`config.mk`:
```
export PLATFORM = sky130hd
export DESIGN_NAME = touch_press_debouncer_core
export DESIGN_NICKNAME = d
export VERILOG_FILES = /design/src/rtl/tpd_pkg.sv /design/src/rtl/tpd_cfg_regs.sv /design/src/rtl/tpd_track.sv /design/src/rtl/touch_press_debouncer_core.sv
export SDC_FILE = /design/constraint.sdc
export NUM_CORES = 1
export LEC_CHECK = 0
export ABC_AREA = 1
export BUFFER_PORTS_ARGS = -buffer_cell sky130_fd_sc_hd__buf_4
export CAP_MARGIN = 20
export CORE_MARGIN = 8
export CORE_UTILIZATION = 55
export CTS_BUF_LIST = sky130_fd_sc_hd__clkbuf_2 sky130_fd_sc_hd__clkbuf_4 sky130_fd_sc_hd__clkbuf_8
export CTS_CLUSTER_DIAMETER = 50
export DETAILED_ROUTE_END_ITERATION = 7
export PLACE_DENSITY = 0.76
export SYNTH_ARGS = -nofsm -noshare
export SYNTH_HDL_FRONTEND = slang
export SYNTH_SLANG_ARGS = --single-unit
```
`constraint.sdc`:
```
create_clock -name clk -period 4.8 [get_ports clk]
set_clock_uncertainty 0.05 [all_clocks]
set_input_delay 0.72 -clock clk [delete_from_list [all_inputs] [get_ports clk]]
set_output_delay 0.72 -clock clk [all_outputs]
set_load 0.01 [all_outputs]
```
`src/rtl/tpd_pkg.sv`:
```
`timescale 1ns / 1ps

package tpd_pkg;

    // Configuration register indexes
    localparam logic [1:0] CFG_THRESHOLD   = 2'd0;
    localparam logic [1:0] CFG_PRESS_DB    = 2'd1;
    localparam logic [1:0] CFG_RELEASE_DB  = 2'd2;

    // Reset values of the configuration registers
    localparam logic [10:0] THRESHOLD_RESET  = 11'd50;
    localparam logic [15:0] PRESS_DB_RESET   = 16'd10;
    localparam logic [15:0] RELEASE_DB_RESET = 16'd25;

    // Coordinate value before the first touch
    localparam logic signed [11:0] POS_NONE = -12'sd1;

    // Debounce phases
    typedef enum logic [3:0] {
        PH_IDLE       = 4'b0001,
        PH_DB_PRESS   = 4'b0010,
        PH_PRESSED    = 4'b0100,
        PH_DB_RELEASE = 4'b1000
    } phase_t;

    // Input request payload
    typedef struct packed {
        logic [31:0] now_ms;
        logic [7:0]  pressure_high;
        logic [7:0]  pressure_low;
        logic [7:0]  xpos_high;
        logic [7:0]  xpos_low;
        logic [7:0]  ypos_high;
        logic [7:0]  ypos_low;
    } in_t;

    // Result request payload
    typedef struct packed {
        logic              is_pressed;
        logic signed [11:0] xpos_out;
        logic signed [11:0] ypos_out;
        logic [10:0]       pressure_out;
    } out_t;

    // Configuration values seen by the tracker
    typedef struct packed {
        logic [10:0] pressure_threshold;
        logic [15:0] press_debounce_ms;
        logic [15:0] release_debounce_ms;
    } cfg_t;

    // Tracker state exported for checking
    typedef struct packed {
        phase_t      phase;
        logic [31:0] deadline_ms;
    } track_state_t;

    // Reading formed as (high << 3) | low
    function automatic logic [10:0] join_bytes(input logic [7:0] hi, input logic [7:0] lo);
        join_bytes = {hi, 3'b000} | {3'b000, lo};
    endfunction

endpackage

```
`src/rtl/tpd_cfg_regs.sv`:
```
`timescale 1ns / 1ps

module tpd_cfg_regs
(
    input  logic                clk,
    input  logic                rst_n,
    input  logic                cfg_valid,
    input  logic [1:0]          cfg_index,
    input  logic [15:0]         cfg_data,
    output tpd_pkg::cfg_t       cfg
);

    logic [10:0] threshold_reg;
    logic [15:0] press_db_reg;
    logic [15:0] release_db_reg;

    // Register writes; unknown index is dropped
    always_ff @(posedge clk or negedge rst_n)
    begin
        if (!rst_n)
        begin
            threshold_reg  <= tpd_pkg::THRESHOLD_RESET;
            press_db_reg   <= tpd_pkg::PRESS_DB_RESET;
            release_db_reg <= tpd_pkg::RELEASE_DB_RESET;
        end
        else if (cfg_valid)
        begin
            unique case (cfg_index)
                tpd_pkg::CFG_THRESHOLD:  threshold_reg  <= cfg_data[10:0];
                tpd_pkg::CFG_PRESS_DB:   press_db_reg   <= cfg_data;
                tpd_pkg::CFG_RELEASE_DB: release_db_reg <= cfg_data;
                default: ;
            endcase
        end
    end

    assign cfg.pressure_threshold  = threshold_reg;
    assign cfg.press_debounce_ms   = press_db_reg;
    assign cfg.release_debounce_ms = release_db_reg;

endmodule

```
`src/rtl/tpd_track.sv`:
```
`timescale 1ns / 1ps

module tpd_track
(
    input  logic                   clk,
    input  logic                   rst_n,
    input  logic                   advance,
    input  tpd_pkg::in_t           sample,
    input  tpd_pkg::cfg_t          cfg,
    output tpd_pkg::out_t          result,
    output tpd_pkg::track_state_t  state
);

    tpd_pkg::phase_t   phase_reg, phase_next, phase_ev;
    logic [31:0]       deadline_reg, deadline_next, deadline_ev;
    logic signed [11:0] xpos_reg, xpos_next;
    logic signed [11:0] ypos_reg, ypos_next;
    logic [10:0]       pressure;
    logic              touched;
    logic              arm;
    logic [15:0]       span;
    logic [31:0]       armed_sum;
    logic [31:0]       elapsed;
    logic              expired;

    // Readings and coordinate latch
    always_comb
    begin
        pressure  = tpd_pkg::join_bytes(sample.pressure_high, sample.pressure_low);
        touched   = pressure > cfg.pressure_threshold;
        xpos_next = touched
                  ? $signed({1'b0, tpd_pkg::join_bytes(sample.xpos_high, sample.xpos_low)})
                  : xpos_reg;
        ypos_next = touched
                  ? $signed({1'b0, tpd_pkg::join_bytes(sample.ypos_high, sample.ypos_low)})
                  : ypos_reg;
    end

    // Touch event, then deadline test
    always_comb
    begin
        phase_ev    = phase_reg;
        deadline_ev = deadline_reg;
        arm         = 1'b0;
        span        = cfg.press_debounce_ms;
        unique case (phase_reg)
            tpd_pkg::PH_IDLE:
            begin
                if (touched)
                begin
                    phase_ev = tpd_pkg::PH_DB_PRESS;
                    arm      = 1'b1;
                    span     = cfg.press_debounce_ms;
                end
            end
            tpd_pkg::PH_PRESSED:
            begin
                if (!touched)
                begin
                    phase_ev = tpd_pkg::PH_DB_RELEASE;
                    arm      = 1'b1;
                    span     = cfg.release_debounce_ms;
                end
            end
            tpd_pkg::PH_DB_PRESS:
            begin
                if (!touched)
                begin
                    phase_ev    = tpd_pkg::PH_IDLE;
                    deadline_ev = 32'd0;
                end
            end
            tpd_pkg::PH_DB_RELEASE:
            begin
                if (touched)
                begin
                    phase_ev    = tpd_pkg::PH_PRESSED;
                    deadline_ev = 32'd0;
                end
            end
            default:
            begin
                phase_ev    = tpd_pkg::PH_IDLE;
                deadline_ev = 32'd0;
            end
        endcase

        // zero means no deadline, so bump it to one
        armed_sum = sample.now_ms + {16'd0, span};
        if (arm)
        begin
            deadline_ev = (armed_sum == 32'd0) ? 32'd1 : armed_sum;
        end

        // wrapping signed compare
        elapsed = sample.now_ms - deadline_ev;
        expired = (deadline_ev != 32'd0) && !elapsed[31];

        phase_next    = phase_ev;
        deadline_next = deadline_ev;
        if (expired)
        begin
            deadline_next = 32'd0;
            if (phase_ev == tpd_pkg::PH_DB_PRESS)
            begin
                phase_next = tpd_pkg::PH_PRESSED;
            end
            else if (phase_ev == tpd_pkg::PH_DB_RELEASE)
            begin
                phase_next = tpd_pkg::PH_IDLE;
            end
        end
    end

    // State update once per processed sample
    always_ff @(posedge clk or negedge rst_n)
    begin
        if (!rst_n)
        begin
            phase_reg    <= tpd_pkg::PH_IDLE;
            deadline_reg <= 32'd0;
            xpos_reg     <= tpd_pkg::POS_NONE;
            ypos_reg     <= tpd_pkg::POS_NONE;
        end
        else if (advance)
        begin
            phase_reg    <= phase_next;
            deadline_reg <= deadline_next;
            xpos_reg     <= xpos_next;
            ypos_reg     <= ypos_next;
        end
    end

    assign result.is_pressed   = (phase_next == tpd_pkg::PH_PRESSED);
    assign result.xpos_out     = xpos_next;
    assign result.ypos_out     = ypos_next;
    assign result.pressure_out = pressure;

    assign state.phase       = phase_reg;
    assign state.deadline_ms = deadline_reg;

endmodule

```
`src/rtl/touch_press_debouncer_core.sv`:
```
`timescale 1ns / 1ps

// Channel  Handshake              Payload
// in       in_valid / in_ready    in_data  (tpd_pkg::in_t)
// out      out_valid / out_ready  out_data (tpd_pkg::out_t)
// cfg      cfg_valid / cfg_ready  cfg_index, cfg_data
//
// One sample per cycle sustained while out_ready is high; a request accepted
// into the input register passes to the result register once that register is free.
// The debounce update sits between the input register and the result register.
// rst_n resets the phase, deadline, coordinates and configuration at once.
// A stalled result holds the input register; cfg is always ready.

module touch_press_debouncer_core
(
    input  logic             clk,
    input  logic             rst_n,
    input  logic             in_valid,
    output logic             in_ready,
    input  tpd_pkg::in_t     in_data,
    output logic             out_valid,
    input  logic             out_ready,
    output tpd_pkg::out_t    out_data,
    input  logic             cfg_valid,
    output logic             cfg_ready,
    input  logic [1:0]       cfg_index,
    input  logic [15:0]      cfg_data
);

    logic                  s1_valid_reg;
    tpd_pkg::in_t          s1_data_reg;
    logic                  out_valid_reg;
    tpd_pkg::out_t         out_data_reg;
    logic                  s1_fire;
    tpd_pkg::cfg_t         cfg;
    tpd_pkg::out_t         result;
    tpd_pkg::track_state_t trk_state;

    assign cfg_ready = 1'b1;

    // Pipeline handshake
    assign s1_fire  = s1_valid_reg && (!out_valid_reg || out_ready);
    assign in_ready = !s1_valid_reg || s1_fire;

    tpd_cfg_regs u_cfg
    (
        .clk       (clk),
        .rst_n     (rst_n),
        .cfg_valid (cfg_valid),
        .cfg_index (cfg_index),
        .cfg_data  (cfg_data),
        .cfg       (cfg)
    );

    tpd_track u_track
    (
        .clk     (clk),
        .rst_n   (rst_n),
        .advance (s1_fire),
        .sample  (s1_data_reg),
        .cfg     (cfg),
        .result  (result),
        .state   (trk_state)
    );

    // Input register
    always_ff @(posedge clk or negedge rst_n)
    begin
        if (!rst_n)
        begin
            s1_valid_reg <= 1'b0;
        end
        else if (in_ready)
        begin
            s1_valid_reg <= in_valid;
        end
    end

    always_ff @(posedge clk)
    begin
        if (in_valid && in_ready)
        begin
            s1_data_reg <= in_data;
        end
    end

    // Result register
    always_ff @(posedge clk or negedge rst_n)
    begin
        if (!rst_n)
        begin
            out_valid_reg <= 1'b0;
        end
        else if (s1_fire)
        begin
            out_valid_reg <= 1'b1;
        end
        else if (out_ready)
        begin
            out_valid_reg <= 1'b0;
        end
    end

    always_ff @(posedge clk)
    begin
        if (s1_fire)
        begin
            out_data_reg <= result;
        end
    end

    assign out_valid = out_valid_reg;
    assign out_data  = out_data_reg;

    // Checks
    a_phase_onehot: assert property (@(posedge clk) disable iff (!rst_n)
        $onehot(trk_state.phase))
        else $error("debounce phase not one-hot");

    a_settled_no_deadline: assert property (@(posedge clk) disable iff (!rst_n)
        (trk_state.phase == tpd_pkg::PH_IDLE || trk_state.phase == tpd_pkg::PH_PRESSED)
        |-> (trk_state.deadline_ms == 32'd0))
        else $error("deadline armed in a settled phase");

    a_fire_gives_result: assert property (@(posedge clk) disable iff (!rst_n)
        s1_fire |=> out_valid)
        else $error("processed sample produced no result");

    a_stall_holds_sample: assert property (@(posedge clk) disable iff (!rst_n)
        (s1_valid_reg && !s1_fire) |=> (s1_valid_reg && $stable(s1_data_reg)))
        else $error("stalled sample lost");

endmodule
```
==> impl_metrics.toml <==
[synthesis]
ys_seq_elements = 221
synth_edf_count = 116
ys_seq_area_share_pct = 52.3
ys_warn_count = 0
synth_top_area_share_pct = 29.6
yosys-top-cells-area = "edfxtp_1 30%, dfrtp_1 15%, nand2_1 13%, dfstp_2 7.4%, ha_1 6.1%"
syn-num-nets = 1513
mappedNetlistArea_um2 = 11800
yosysTopAreaCell = "edfxtp_1"
syn_avg_cell_area_um2 = 8.70
synthFlopType = "edfxtp_1"
synth-async-reset-ratio_pct = 47.5
yosysUniqueCellTypes = 47
synthCells = 1352

[clock_network]
ctsHoldBuffers = 0
numCtsBuffers = 40
clk_pin_slew_worst_paths_ns = 0.06
tritoncts = "built"
root_buffer = "clkbuf_8"
clk_latency_ns = 0.54
h-tree-depth = 2
cts_sinks = 221
cts_max_path_buffers = 3

[placement]
io_buffers = 140
placed_cells = 1844
dp_hpwl_um = 22700
place_congestion = 0.920

[hold_path]
min_path_type = "input pin to asynchronous set/reset pin"

[global_route]
grt_pass1_wl_um = 52900
grt_max_degree = 77
grt_antenna_before_repair = 0
gr-total-overflow = 0
grt.total_usage_pct = 24.9
first_global_vias = 10700

[route]
avgRoutedWirePerCell_um = 17.0
num_vias = 10500
remaining_drc_errors = 0
ant_nets = 0
wirelength_um = 33300
first_pass_iters = 6
drt-vias-per-instance = 5.38
drt_iter0_markers = 740

[final_layout]
drive_above_1_share_pct = 37.8
nNetsFinal = 1809
stdcell_count = 1955
diodes = 0
largest_reg_flops = 80
area_growth_pct = 37.4
nFillCells = 1415

[setup_path]
worstSetupPathType = "flop to flop"
slowest_delay_ns = 0.36
slowest_stage = "edfxtp_1"
cp_max_fo = 7
end_kind = "flop"
cp.required_ns = 5.18
start_kind = "flop"
cp.arrival_ns = 5.69
ff2ff_setup_slack_ns = -0.51
crit_top_cell = "nand2_1"

[sta]
post-route-period-util_pct = 111
slew_headroom_pct = 34.6
setup_viol = 37
layout_setup_ws_ns = -0.508
fin_crit_ns = 5.31
hold_viol_final = 0
worstMarginPinSlew_ns = 0.981
rsz0062_at_grt = "yes"
fmax_mhz = 188
drv_slew = 0
hold_ws_ns = 0.260

[power]
power_frac_seq_pct = 32.0
p_leak_uw = 0.00767
switchingPower_uw = 3200
clkPwrFrac_pct = 21.5
pwr-share-comb_pct = 46.5
p_sw_share_pct = 37.8
irDropWorstVdd_mv = 0.266
power.density_nw_per_um2 = 525
internal_power_uw = 5280

[floorplan]
rows = 53
die_w_um = 162
start_util_pct = 55.9
io_pins = 142
die_h_um = 162
die-area_um2 = 26300
core-area_um2 = 21000

[run_status]
status = "finished with violations"
violations = "setup timing"

[run]
maxCapViolCount = 0
## final cells by class
type	count	area (µm²)	area share, %
clock buffers	58	692	4.28
well taps	275	344	2.13
repair buffers	293	2310	14.3
flip-flops and latches	221	6150	38.1
multi-input cells	903	5800	35.9
clock inverters	16	145	0.898
inverters	189	716	4.43
## synthesized netlist by cell type, types with 2 or more instances
| cell | number |
|---|---|
| a211oi_1 | 3 |
| a21oi_1 | 38 |
| a22oi_1 | 2 |
| a41oi_1 | 7 |
| and3_1 | 2 |
| buf_1 | 4 |
| buf_2 | 8 |
| buf_4 | 2 |
| buf_6 | 3 |
| buf_8 | 2 |
| clkbuf_1 | 22 |
| dfrtp_1 | 72 |
| dfstp_2 | 33 |
| edfxtp_1 | 116 |
| ha_1 | 57 |
| inv_1 | 185 |
| inv_2 | 2 |
| mux2_2 | 15 |
| nand2_1 | 405 |
| nand2_4 | 4 |
| nand3_1 | 63 |
| nand3_2 | 7 |
| nand3b_1 | 7 |
| nand4_1 | 32 |
| nor2_1 | 102 |
| nor3_1 | 8 |
| nor3_2 | 3 |
| nor4_1 | 2 |
| o21ai_0 | 119 |
| o21ai_1 | 3 |
| or2_1 | 2 |
| or2_2 | 6 |
| xor2_1 | 2 |
## routing by layer
layer,vias to the layer above,global-route usage (%),share of wire [%]
met3,104,4.91,6.7
met2,412,42.3,49
met5,-,0,0
met1,4965,30.2,40
met4,0,10.9,3.6
li1,5029,-,-
## worst paths after layout
path | startpoint | to | depth (start not counted)
worst max register to register | s1_data_reg[39] | u_track.deadline_reg[10] | 39
min in group clk | in_data[54] | s1_data_reg[54] | 1
worst min-delay path | rst_n | u_cfg.press_db_reg[11] | 1
max in group asynchronous | rst_n | u_track.xpos_reg[4] | 2
worst max-delay path | s1_data_reg[39] | u_track.deadline_reg[10] | 39
worst min register to register | u_track.xpos_reg[11] | u_track.xpos_reg[11] | 2
## what timing repair did
item	4_1_cts	5_1_grt
setup buffers	26	9
gates resized for setup	161	76
setup endpoints to repair	37	37
cloned	3	0
pin swaps	48	45
## critical path, delay by kind of cell, from the launching register on
family,cells,cell delay (ns)
AO/OA/AOI/OAI,6,0.82
adder cells (fa/ha/maj),4,0.92
buffers and inverters,5,0.49
flip-flops,1,0.36
AND/OR/NAND/NOR,23,2.18
multiplexers,1,0.33
## logic make-up after synthesis
logic type      after synthesis  synth area share (%)
simple gates                649                  23.8
fa+ha+maj                    58                  6.24
compound gates              175                  8.01
other cells                   1                0.0319
buf+inv                     230                  7.92
xor+xnor                      3                 0.224
flops                       221                  52.3
mux                          15                  1.44
## power by group through the flow
stage               combinational (µW)  sequential (µW)  clock [µW]
global route                      4280             2740        1950
CTS                               3590             2700        1860
floorplan                         1840             2700           0
finish                            3940             2710        1830
detailed placement                3070             2720           0
global placement                  2990             2710           0
## cell usage in the layout, fill, tap and decap left out, types with 6 or more instances in the layout
| master | count |
|---|---|
| nand3_1 | 50 |
| nand2_2 | 52 |
| clkbuf_8 | 41 |
| dfrtp_1 | 72 |
| nand3b_1 | 7 |
| buf_4 | 279 |
| clkbuf_4 | 17 |
| nor2_1 | 80 |
| nand2_1 | 334 |
| o21ai_0 | 106 |
| dfstp_2 | 33 |
| a21oi_2 | 17 |
| ha_4 | 25 |
| nor2_2 | 16 |
| clkinv_1 | 7 |
| nor3_2 | 6 |
| inv_2 | 19 |
| edfxtp_1 | 116 |
| inv_1 | 167 |
| a21oi_1 | 18 |
| ha_1 | 32 |
| o21ai_2 | 10 |
| nor2_4 | 8 |
| nand2_4 | 20 |
| nand3_2 | 18 |
| nand4_1 | 32 |
| mux2_4 | 10 |
| buf_6 | 8 |
## stage by stage
step	total power (µW)	TNS (ns)	setup WS, ns	area [µm²]	utilization [%]
2_1_floorplan	4540	-0.231	-0.0320	11900	-
3_3_place_gp	5690	-18.56	-0.552	14000	66.7
3_5_place_dp	5790	-24.10	-0.704	14000	66.7
4_1_cts	8160	-10.46	-0.377	15800	75.0
5_1_grt	8980	-25.88	-0.780	16200	76.9
6_report	8480	-15.43	-0.508	16200	76.9
(Power assumes the default switching activity.)
